`config.mk`:
```
export PLATFORM = sky130hd
export DESIGN_NAME = binary_boundary_marker_flat
export DESIGN_NICKNAME = d
export VERILOG_FILES = /design/src/hw/rtl/bbm_pkg.sv /design/src/hw/rtl/bbm_if.sv /design/src/hw/rtl/binary_boundary_marker.sv /design/src/hw/rtl/bbm_ram.sv /design/src/hw/rtl/bbm_out_queue.sv /design/src/flat_wrapper.sv
export SDC_FILE = /design/constraint.sdc
export NUM_CORES = 2
export LEC_CHECK = 0
export ABC_AREA = 1
export CORE_MARGIN = 8
export CORE_UTILIZATION = 45
export DETAILED_ROUTE_END_ITERATION = 7
export DONT_BUFFER_PORTS = 1
export PLACE_DENSITY_LB_ADDON = 0.08
export SYNTH_ARGS = -nofsm -noshare
export SYNTH_HDL_FRONTEND = slang
export SYNTH_HIERARCHICAL = 1
export SYNTH_SLANG_ARGS = --single-unit
```
`constraint.sdc`:
```
create_clock -name clk -period 16.1 [get_ports clk]
set_input_delay 1.61 -clock clk [delete_from_list [all_inputs] [get_ports clk]]
set_output_delay 1.61 -clock clk [all_outputs]
set_load 0.01 [all_outputs]
```
`src/hw/rtl/bbm_pkg.sv`:
```
// Shared constants and types for the binary boundary marker.
`default_nettype none
package bbm_pkg;

  localparam int MAX_WIDTH  = 1024;
  localparam int MAX_HEIGHT = 1024;

  localparam int COL_W  = $clog2(MAX_WIDTH);
  localparam int ROW_W  = $clog2(MAX_HEIGHT);
  localparam int SIZE_W = 11;

  localparam int CFG_NUM   = 2;
  localparam int CFG_IDX_W = $clog2(CFG_NUM);

  localparam logic [CFG_IDX_W-1:0] CFG_IMAGE_WIDTH  = CFG_IDX_W'(0);
  localparam logic [CFG_IDX_W-1:0] CFG_IMAGE_HEIGHT = CFG_IDX_W'(1);

  localparam logic [COL_W-1:0] WIDTH_M1_RST  = COL_W'(640 - 1);
  localparam logic [ROW_W-1:0] HEIGHT_M1_RST = ROW_W'(480 - 1);

  localparam int OQ_DEPTH = 4;
  localparam int OQ_PTR_W = $clog2(OQ_DEPTH);

  // One column of the two line stores: pixel two rows up and one row up.
  typedef struct packed {
    logic up;
    logic ctr;
  } line_t;

  typedef struct packed {
    logic edge_bit;
    logic frame_last;
  } res_t;

  // Up to two results per accepted pixel, in emission order.
  typedef struct packed {
    logic [1:0]      n;
    res_t [1:0]      item;
  } q_push_t;

endpackage
`default_nettype wire

```
`src/hw/rtl/bbm_if.sv`:
```
// Pixel and result channel interfaces.
`default_nettype none
interface bbm_pix_if;
  logic valid;
  logic ready;
  logic pixel_in;

  modport source (output valid, output pixel_in, input ready);
  modport sink   (input valid, input pixel_in, output ready);
endinterface

interface bbm_res_if;
  logic valid;
  logic ready;
  logic edge_bit;
  logic frame_last;

  modport source (output valid, output edge_bit, output frame_last, input ready);
  modport sink   (input valid, input edge_bit, input frame_last, output ready);
endinterface
`default_nettype wire

```
`src/hw/rtl/binary_boundary_marker.sv`:
```
// Top level: streaming 4-neighbor boundary marker for binary images.
//
//  channel | dir | handshake          | payload
//  --------+-----+--------------------+--------------------------------
//  pix     | in  | valid/ready        | pixel_in (1b)
//  res     | out | valid/ready        | edge_bit (1b), frame_last (1b)
//  cfg     | in  | cfg_we, no stall   | cfg_index (1b), cfg_data (11b)
//
//  One pixel per cycle while the queue has room; results leave through a 4-item
//  queue, one per cycle while res is ready. In the last row a pixel gives
//  two results (one in a one-row frame), so the single output port stalls pix.
//  Line stores: one 2-bit x MAX_WIDTH RAM, read two columns ahead, one item
//  before first use.
//  Reset: synchronous; counters and queue pointers clear, sizes go to
//  640 x 480, RAM holds.
//  A stalled output only blocks pix once the queue has fewer than 2 free slots.
`default_nettype none
module binary_boundary_marker import bbm_pkg::*; (
  input  logic                 clk,
  input  logic                 rst,
  input  logic                 cfg_we,
  input  logic [CFG_IDX_W-1:0] cfg_index,
  input  logic [SIZE_W-1:0]    cfg_data,
  bbm_pix_if.sink              pix,
  bbm_res_if.source            res
);

  // Clamped sizes, stored minus one.
  logic [COL_W-1:0] w_m1;
  logic [ROW_W-1:0] h_m1;
  logic [COL_W-1:0] col;
  logic [ROW_W-1:0] row;

  // Window registers. cur holds the store column for the current pixel,
  // the RAM read register holds the column to its right (read one item
  // earlier), prev_ctr is the center of the column to the left.
  line_t            cur;
  line_t            rd_line;
  logic [1:0]       rd_raw;
  logic             prev_ctr;
  logic             hist0;
  logic             hist1;

  logic             accept;
  logic             room;
  logic             narrow;
  logic             ctr;
  logic [4:0]       five;
  logic             boundary;
  logic             e;
  logic             last_row;
  logic             col_last;
  logic [COL_W:0]   ahead;
  logic [COL_W:0]   w_full;
  logic [COL_W-1:0] rd_addr;
  line_t            wr_line;
  q_push_t          push;

  assign pix.ready = room;
  assign accept    = pix.valid & pix.ready;

  assign last_row = row == h_m1;
  assign col_last = col == w_m1;

  // Widths below 3 have no interior; the center pixel is then simply the
  // one w items back, kept in a two-deep history.
  assign narrow = w_m1 < COL_W'(2);
  assign ctr    = narrow ? ((w_m1 == '0) ? hist0 : hist1) : cur.ctr;

  assign rd_line  = line_t'(rd_raw);
  assign five     = {ctr, cur.up, prev_ctr, rd_line.ctr, pix.pixel_in};
  assign boundary = (|five) & ~(&five);
  assign e        = (row == ROW_W'(1) || col == '0 || col_last) ? ctr : boundary;

  // Prefetch address: two columns ahead, wrapping into the next row.
  assign w_full  = {1'b0, w_m1} + (COL_W+1)'(1);
  assign ahead   = {1'b0, col} + (COL_W+1)'(2);
  assign rd_addr = (ahead >= w_full) ? COL_W'(ahead - w_full) : ahead[COL_W-1:0];

  assign wr_line.up  = cur.ctr;
  assign wr_line.ctr = pix.pixel_in;

  always_comb begin
    push.n = 2'd0;
    push.item[0].edge_bit   = pix.pixel_in;
    push.item[0].frame_last = col_last;
    push.item[1].edge_bit   = pix.pixel_in;
    push.item[1].frame_last = col_last;
    if (row != '0) begin
      push.item[0].edge_bit   = e;
      push.item[0].frame_last = 1'b0;
    end
    if (accept) begin
      push.n = 2'(row != '0) + 2'(last_row);
    end
  end

  bbm_ram #(
    .WIDTH ($bits(line_t)),
    .DEPTH (MAX_WIDTH)
  ) u_line_ram (
    .clk   (clk),
    .we    (accept),
    .waddr (col),
    .wdata (wr_line),
    .re    (accept),
    .raddr (rd_addr),
    .rdata (rd_raw)
  );

  bbm_out_queue u_out_queue (
    .clk  (clk),
    .rst  (rst),
    .push (push),
    .room (room),
    .res  (res)
  );

  // Window payload, no reset needed.
  always_ff @(posedge clk) begin
    if (accept) begin
      cur      <= rd_line;
      prev_ctr <= cur.ctr;
      hist1    <= hist0;
      hist0    <= pix.pixel_in;
    end
  end

  // Sizes and raster position; any size write restarts the frame.
  always_ff @(posedge clk) begin
    if (rst) begin
      w_m1 <= WIDTH_M1_RST;
      h_m1 <= HEIGHT_M1_RST;
      col  <= '0;
      row  <= '0;
    end else if (cfg_we) begin
      col <= '0;
      row <= '0;
      case (cfg_index)
        CFG_IMAGE_WIDTH: begin
          if (cfg_data == '0) begin
            w_m1 <= '0;
          end else if (cfg_data > SIZE_W'(MAX_WIDTH)) begin
            w_m1 <= COL_W'(MAX_WIDTH - 1);
          end else begin
            w_m1 <= COL_W'(cfg_data - SIZE_W'(1));
          end
        end
        CFG_IMAGE_HEIGHT: begin
          if (cfg_data == '0) begin
            h_m1 <= '0;
          end else if (cfg_data > SIZE_W'(MAX_HEIGHT)) begin
            h_m1 <= ROW_W'(MAX_HEIGHT - 1);
          end else begin
            h_m1 <= ROW_W'(cfg_data - SIZE_W'(1));
          end
        end
        default: begin
        end
      endcase
    end else if (accept) begin
      if (col_last) begin
        col <= '0;
        row <= last_row ? '0 : row + ROW_W'(1);
      end else begin
        col <= col + COL_W'(1);
      end
    end
  end

  a_double_only_last_row: assert property (@(posedge clk) disable iff (rst)
    (push.n == 2'd2) |-> last_row)
    else $error("two results outside the last row");

  a_position_in_frame: assert property (@(posedge clk) disable iff (rst)
    (col <= w_m1) && (row <= h_m1))
    else $error("raster position outside frame");

  a_cfg_restarts: assert property (@(posedge clk) disable iff (rst)
    cfg_we |=> (col == '0 && row == '0))
    else $error("size write did not restart frame");

endmodule
`default_nettype wire

```
`src/hw/rtl/bbm_ram.sv`:
```
// Generic simple dual-port RAM, registered read.
`default_nettype none
module bbm_ram #(
  parameter int WIDTH = 2,
  parameter int DEPTH = 1024
) (
  input  logic                     clk,
  input  logic                     we,
  input  logic [$clog2(DEPTH)-1:0] waddr,
  input  logic [WIDTH-1:0]         wdata,
  input  logic                     re,
  input  logic [$clog2(DEPTH)-1:0] raddr,
  output logic [WIDTH-1:0]         rdata
);

  logic [WIDTH-1:0] mem [DEPTH];

  always_ff @(posedge clk) begin
    if (we) begin
      mem[waddr] <= wdata;
    end
    if (re) begin
      rdata <= mem[raddr];
    end
  end

endmodule
`default_nettype wire

```
`src/hw/rtl/bbm_out_queue.sv`:
```
// Result queue: takes up to two items per cycle, sends one while res is ready.
`default_nettype none
module bbm_out_queue import bbm_pkg::*; (
  input  logic          clk,
  input  logic          rst,
  input  q_push_t       push,
  output logic          room,
  bbm_res_if.source     res
);

  res_t                mem [OQ_DEPTH];
  logic [OQ_PTR_W-1:0] wr_ptr;
  logic [OQ_PTR_W-1:0] rd_ptr;
  logic [OQ_PTR_W:0]   count;
  logic                pop;

  assign pop   = res.valid & res.ready;
  assign room  = count <= (OQ_PTR_W+1)'(OQ_DEPTH - 2);

  assign res.valid      = count != '0;
  assign res.edge_bit   = mem[rd_ptr].edge_bit;
  assign res.frame_last = mem[rd_ptr].frame_last;

  always_ff @(posedge clk) begin
    if (push.n != 2'd0) begin
      mem[wr_ptr] <= push.item[0];
    end
    if (push.n == 2'd2) begin
      mem[wr_ptr + OQ_PTR_W'(1)] <= push.item[1];
    end
  end

  always_ff @(posedge clk) begin
    if (rst) begin
      wr_ptr <= '0;
      rd_ptr <= '0;
      count  <= '0;
    end else begin
      wr_ptr <= wr_ptr + OQ_PTR_W'(push.n);
      rd_ptr <= rd_ptr + OQ_PTR_W'(pop);
      count  <= count + (OQ_PTR_W+1)'(push.n) - (OQ_PTR_W+1)'(pop);
    end
  end

  a_no_overflow: assert property (@(posedge clk) disable iff (rst)
    count <= (OQ_PTR_W+1)'(OQ_DEPTH))
    else $error("result queue overflow");

  a_push_needs_room: assert property (@(posedge clk) disable iff (rst)
    (push.n != 2'd0) |-> room)
    else $error("push into result queue without room");

endmodule
`default_nettype wire
```
`src/flat_wrapper.sv`:
```
// flat-port wrapper written by rule: the top's interface ports become plain ports
module binary_boundary_marker_flat import bbm_pkg::*;
  (clk, rst, cfg_we, cfg_index, cfg_data, pix_valid, pix_pixel_in, pix_ready, res_valid, res_edge_bit, res_frame_last, res_ready);
  bbm_pix_if pix_i ();
  bbm_res_if res_i ();
  input  logic clk;
  input  logic rst;
  input  logic cfg_we;
  input  logic [CFG_IDX_W-1:0] cfg_index;
  input  logic [SIZE_W-1:0] cfg_data;
  input wire logic [$bits(pix_i.valid)-1:0] pix_valid;
  input wire logic [$bits(pix_i.pixel_in)-1:0] pix_pixel_in;
  output wire logic [$bits(pix_i.ready)-1:0] pix_ready;
  output wire logic [$bits(res_i.valid)-1:0] res_valid;
  output wire logic [$bits(res_i.edge_bit)-1:0] res_edge_bit;
  output wire logic [$bits(res_i.frame_last)-1:0] res_frame_last;
  input wire logic [$bits(res_i.ready)-1:0] res_ready;
  assign pix_i.valid = pix_valid;
  assign pix_i.pixel_in = pix_pixel_in;
  assign pix_ready = pix_i.ready;
  assign res_valid = res_i.valid;
  assign res_edge_bit = res_i.edge_bit;
  assign res_frame_last = res_i.frame_last;
  assign res_i.ready = res_ready;
  binary_boundary_marker u_core (.clk(clk), .rst(rst), .cfg_we(cfg_we), .cfg_index(cfg_index), .cfg_data(cfg_data), .pix(pix_i), .res(res_i));
endmodule
```
* Yosys cells after proc, flatten, opt, wreduce, memory -nomap -nowiden
Memory sizes are Yosys's and may differ from the RTL's. A register that Yosys moved wholly into a read port is not among the register bits.
Cells that the tools add are included.
** Cells by class
- Eq/ne operators :: 4
- Reduce and logical (&&, ||, !) cells :: 14
- $lt $le $gt $ge :: 4
- Multiplexer cells :: 17
- Bitwise logic cells :: 5
- Add/subtract/negate cells :: 12
** Operators with widths (count)
- two-way mux 10 bit :: 5
- adder 10 x 1 -> 10 bit (second input constant) :: 2
- == test 10 bit :: 2
- zero test 10 bit :: 2
- adder 10 x 1 -> 11 bit (second input constant) :: 1
- adder 10 x 2 -> 11 bit (second input constant) :: 1
- greater-or-equal comparator 11 bit :: 1
- > comparator 11 bit (second input constant) :: 1
- zero test 11 bit :: 1
- == test 10 x 1 -> 1 bit (second input constant) :: 1
- less-than comparator 10 x 2 -> 1 bit (second input constant) :: 1
- nonzero test 10 bit :: 1
- subtractor 10 x 1 -> 10 bit (second input constant) :: 1
- subtractor 10 bit :: 1
- two-way mux 1 bit :: 9
- two-way mux 2 bit :: 3
- AND reduction 2 bit :: 3
- AND reduction 5 bit :: 1
- OR reduction 5 bit :: 1
- adder 3 x 2 -> 3 bit :: 1
- bitwise AND 1 bit :: 3
- <= comparator 3 x 2 -> 1 bit (second input constant) :: 1
- nonzero test 3 bit :: 1
- subtractor 3 x 1 -> 3 bit :: 1
- 9 further kinds :: 11
** Word-level totals
- Input bits :: 18
- Memories :: 2
- Flip-flop bits (word level) :: 52
- RAM bits :: 2056
- Logic and storage cells :: 70
** Memory list
- u_core.u_line_ram.mem :: words 1024, bits a word 2, rd ports 1, clocked after Yosys merged registers in 1, wr ports 1, line bbm_ram.sv:16 : logic [WIDTH-1:0] mem [DEPTH];
- u_core.u_out_queue.mem :: words 4, bits a word 2, rd ports 1, clocked after Yosys merged registers in 1, wr ports 2, line bbm_out_queue.sv:11 : res_t mem [OQ_DEPTH];

* Depth between registers and ports, before layout
- Depth after elaboration :: 8
- Gate-level depth with buffers :: 31
- Mapped depth without buffers :: 27

* Cells and area by module
The synthesis kept the hierarchy.
** Modules (own cells, without submodules)
- bbm_ram :: times used 1, area each 86973.4 µm², cells an instance 7976
- binary_boundary_marker :: times used 1, area each 3741.1 µm², cells an instance 577
- bbm_out_queue :: times used 1, area each 832.0 µm², cells an instance 96

* Least setup slack after synthesis
OpenSTA, ideal clock, no wires.
- Kind :: reg2reg
- Start point :: register u_core/cur[0] (netlist name)
- End point :: register u_core.prev_ctr (data pin)
- Data required time :: 13.424 ns
- Data arrival time :: 12.043 ns
- Path buffers :: 0
- Library setup time :: 2.676 ns
- Clock period less this slack :: 14.719 ns
- Cell stages (with the launch flop) :: 1
- Setup slack :: 1.381 ns
- Cells stage by stage :: edfxtp_1
** RTL lines
- start, declared :: line binary_boundary_marker.sv:37 : line_t cur;
- start signal, assigned :: line binary_boundary_marker.sv:122 : cur <= rd_line;
- end signal, assigned :: line binary_boundary_marker.sv:123 : prev_ctr <= cur.ctr;
- end, declared :: line binary_boundary_marker.sv:40 : logic prev_ctr;
No word-level cell between the ends.

* Worst setup path in the final report
- Start point :: input pix_pixel_in
- End point :: memory u_core.u_line_ram.mem[524][0] (data pin)
** RTL lines
- start, declared :: line flat_wrapper.sv:12 : input wire logic [$bits(pix_i.pixel_in)-1:0] pix_pixel_in;
- end, declared :: line bbm_ram.sv:16
Straight into the memory's write port.

==> results.py <==
metrics = {
    "routing": {
        "starting_drc_count_in_detailed_routing": 6938,
        "ant_nets": 0,
        "detail_routed_net_length_per_standard_cell_um": 25.1,
        "vias_per_cell": 5.73,
        "routed-via-count": 64200,
        "routed_wirelength_mm": 281,
        "post-route-drc-count": 0,
        "drt_pre_antenna_iters": 6,
    },
    "yosys": {
        "yosysWarningCount": 6,
        "synth_area_leaders": "sky130_fd_sc_hd__edfxtp_1 68%, sky130_fd_sc_hd__nand3_1 11%, sky130_fd_sc_hd__nand2_1 9.4%",
        "asyncSetResetFlopFracSynth_pct": 0,
        "total_standard_cell_area_after_synthesis_um2": 91500,
        "avgSynthCellArea_um2": 10.6,
        "post-synth-top-area-cell": "sky130_fd_sc_hd__edfxtp_1",
        "synth.yosys.seq_area_share_pct": 68.7,
        "netlist.area_leader.share_pct": 67.7,
        "postSynthRegisterBits": 2110,
        "total_nets_after_synthesis": 8693,
        "ys_types": 46,
        "synth_enable_flop_cells": 2063,
        "netlist_instances": 8649,
        "synth_flop_cell": "sky130_fd_sc_hd__edfxtp_1",
    },
    "outcome": {
        "violations": "max-slew violations",
        "run_status": "complete, but fails checks",
    },
    "global_route": {
        "gr-usage-all-layers_pct": 25.2,
        "first_global_vias": 63200,
        "global_route.overflow_total": 0,
        "initial_antenna_violation_count": 15,
        "global_route_wire_length_before_repair_mm": 411,
        "grt_start_max_net_pins": 1029,
    },
    "sta": {
        "fin_crit_sh_pct": 62.8,
        "min_period_ns": 10.11,
        "max_slew.worst_pin.slew_ns": 11.90,
        "final-setup-viol-count": 0,
        "setup_repair_after_global_routing_missed_its_margin": "false",
        "finalHoldViolCount": 0,
        "final_max_slew_viol_count": 963,
        "largest_clock_skew_in_the_final_design_ns": 0.0231,
        "finalSetupTns_ns": 0,
        "max_freq_ghz": 0.0989,
        "timing.slew.headroom_pct": -693,
    },
    "finish": {
        "fin_nets": 8390,
        "area_delta_synth_final_pct": 9.28,
        "layout.cells.most_common_list": "2261 x sky130_fd_sc_hd__nand2_1, 2075 x sky130_fd_sc_hd__nand3_1, 2063 x sky130_fd_sc_hd__edfxtp_1, 1125 x sky130_fd_sc_hd__nor2_1, 225 x sky130_fd_sc_hd__clkbuf_16",
        "drive_gt1_share_pct": 6.26,
        "n_fill_cell": 18400,
        "most_common_cell_after_layout_fill_and_taps_aside": "sky130_fd_sc_hd__nand2_1",
    },
    "cts": {
        "tritoncts_num_sinks": 2110,
        "cts_htree_levels": 4,
        "clk_transition_reported_paths_ns": 0.05,
        "post_cts_resize_count": 0,
        "number_of_buffers_created_by_cts": 224,
        "clock_latency_ns": 0.85,
        "cts_buffer_depth": 3,
        "post-cts-setup-buffer-count": 0,
        "cts.root.buffer_cell": "sky130_fd_sc_hd__clkbuf_16",
        "tritoncts": "yes",
        "cts_hold_buf": 0,
    },
    "power": {
        "pwr_density_cell_nw_per_um2": 120,
        "total_power_mw": 12.0,
        "vdd_ir_drop_max_uv": 116,
        "p_leak_nw": 33.6,
    },
    "floorplanning": {
        "design.core.area_um2": 202000,
        "die_x_um": 467,
        "die-area_um2": 218000,
        "rows": 165,
        "pin_count": 22,
        "die_height_um": 467,
        "initial_core_util_pct": 45.3,
    },
    "worst_setup_path": {
        "critPathRequiredTime_ns": 13.28,
        "worst-path-max-fanout": 1028,
        "r2r_setup_slack_ns": 8.27,
        "timing.setup.critical_path_class": "in2reg",
        "worst-endpoint-arrival_ns": 7.29,
        "critical_path.endpoint_type": "register",
        "worstSetupStartpointType": "primary input",
    },
    "place": {
        "gp_congestion": 0.807,
        "dpl.hpwl_mm": 142,
        "port-buffer-count": 0,
    },
    "flow_run": {
        "timing.max_cap.violations": 0,
    },
    "hold_path": {
        "hold_path.class": "reg2reg",
    },
}
==> power by group <==
group	internal [mW]	switching (mW)	total, mW	leakage (nW)
clock network	2.71	2.13	4.84	3.31
registers	6.20	0.0189	6.22	18.9
logic	0.200	0.692	0.892	11.4
total	9.11	2.84	12.0	33.6
==> metal layers <==
layer / wire length, um / track usage (%)
met4: 8540 / 7.46
met2: 134000 / 42.5
met5: 0 / 0
met1: 119000 / 34.2
met3: 20000 / 3.57
==> cell type report <==
cell class | instances | area (um^2) | share of cell area [%]
well taps | 2672 | 3340 | 3.34
repair buffers | 129 | 1040 | 1.04
multi-input cells | 5749 | 25400 | 25.4
inverters | 132 | 541 | 0.540
clock inverters | 132 | 926 | 0.926
flip-flops and latches | 2110 | 62900 | 62.9
clock buffers | 282 | 5840 | 5.84
diodes | 3 | 7.51 | 0.00750
==> per-stage QoR <==
stage / utilization [%] / hold WS, ns / area, um^2 / instances / setup WS (ns)
finish: 49.5 / 0.478 / 100000 / 11200 / 5.99
detailed placement: 46.1 / 0.454 / 93300 / 10800 / 8.22
CTS: 49.5 / 0.468 / 100000 / 11200 / 8.19
floorplan: - / 0.400 / 91500 / 8649 / 1.38
global placement: 46.1 / 0.442 / 93300 / 10800 / 8.34
global route: 49.5 / 0.474 / 100000 / 11200 / 7.64
==> synthesized netlist by cell type, types with 3 or more instances <==
cell	count
sky130_fd_sc_hd__nand2_1	2282
sky130_fd_sc_hd__nand3_1	2081
sky130_fd_sc_hd__edfxtp_1	2063
sky130_fd_sc_hd__nor2_1	1127
sky130_fd_sc_hd__clkbuf_1	264
sky130_fd_sc_hd__buf_2	262
sky130_fd_sc_hd__inv_1	102
sky130_fd_sc_hd__buf_1	69
sky130_fd_sc_hd__buf_4	54
sky130_fd_sc_hd__dfxtp_1	47
sky130_fd_sc_hd__nor3_1	34
sky130_fd_sc_hd__a21oi_1	31
sky130_fd_sc_hd__xor2_1	31
sky130_fd_sc_hd__inv_2	26
sky130_fd_sc_hd__o21ai_1	26
sky130_fd_sc_hd__ha_1	24
sky130_fd_sc_hd__o21ai_0	22
sky130_fd_sc_hd__nand4_1	16
sky130_fd_sc_hd__nand2_2	11
sky130_fd_sc_hd__a21oi_2	10
sky130_fd_sc_hd__xnor2_1	10
sky130_fd_sc_hd__buf_6	6
sky130_fd_sc_hd__nand3_2	6
sky130_fd_sc_hd__nand3b_1	5
sky130_fd_sc_hd__o31ai_1	5
sky130_fd_sc_hd__or2_2	4
sky130_fd_sc_hd__nor2_2	3
sky130_fd_sc_hd__o211ai_1	3
==> flip-flops by register name, summed over array words and instances, names as in the netlist <==
signal                     cells
u_core/u_out_queue/mem         8
u_core/hist1                   1
u_core/u_line_ram/rdata        2
u_core/h_m1                   10
u_core/col                    10
u_core/u_line_ram/mem       2048
u_core/u_out_queue/wr_ptr      2
u_core/hist0                   1
u_core/row                    10
u_core/u_out_queue/count       3
u_core/prev_ctr                1
u_core/cur                     2
u_core/u_out_queue/rd_ptr      2
u_core/w_m1                   10
==> path summary, 6_finish.rpt <==
| path | from | end | depth (start not counted) |
|---|---|---|---|
| setup / recovery | pix_pixel_in | u_core/u_line_ram/mem[524][0] | 0 |
| hold / removal | u_core/hist0 | u_core/hist1 | 0 |
| setup reg to reg | u_core/col[2] | u_core/u_line_ram/rdata[1] | 26 |
| hold reg to reg | u_core/hist0 | u_core/hist1 | 0 |
==> kinds of logic (layout without fill, tap and decap cells) <==
logic type / after synthesis / after routing / share of synthesized area (%)
buf+inv: 790 / 675 / 3.88
fa+ha+maj: 26 / 26 / 0.372
compound gates: 104 / 104 / 0.663
flops: 2110 / 2110 / 68.7
other cells: 0 / 3 / 0
simple gates: 5578 / 5578 / 26.0
xor+xnor: 41 / 41 / 0.392
(Power assumes the default switching activity.)
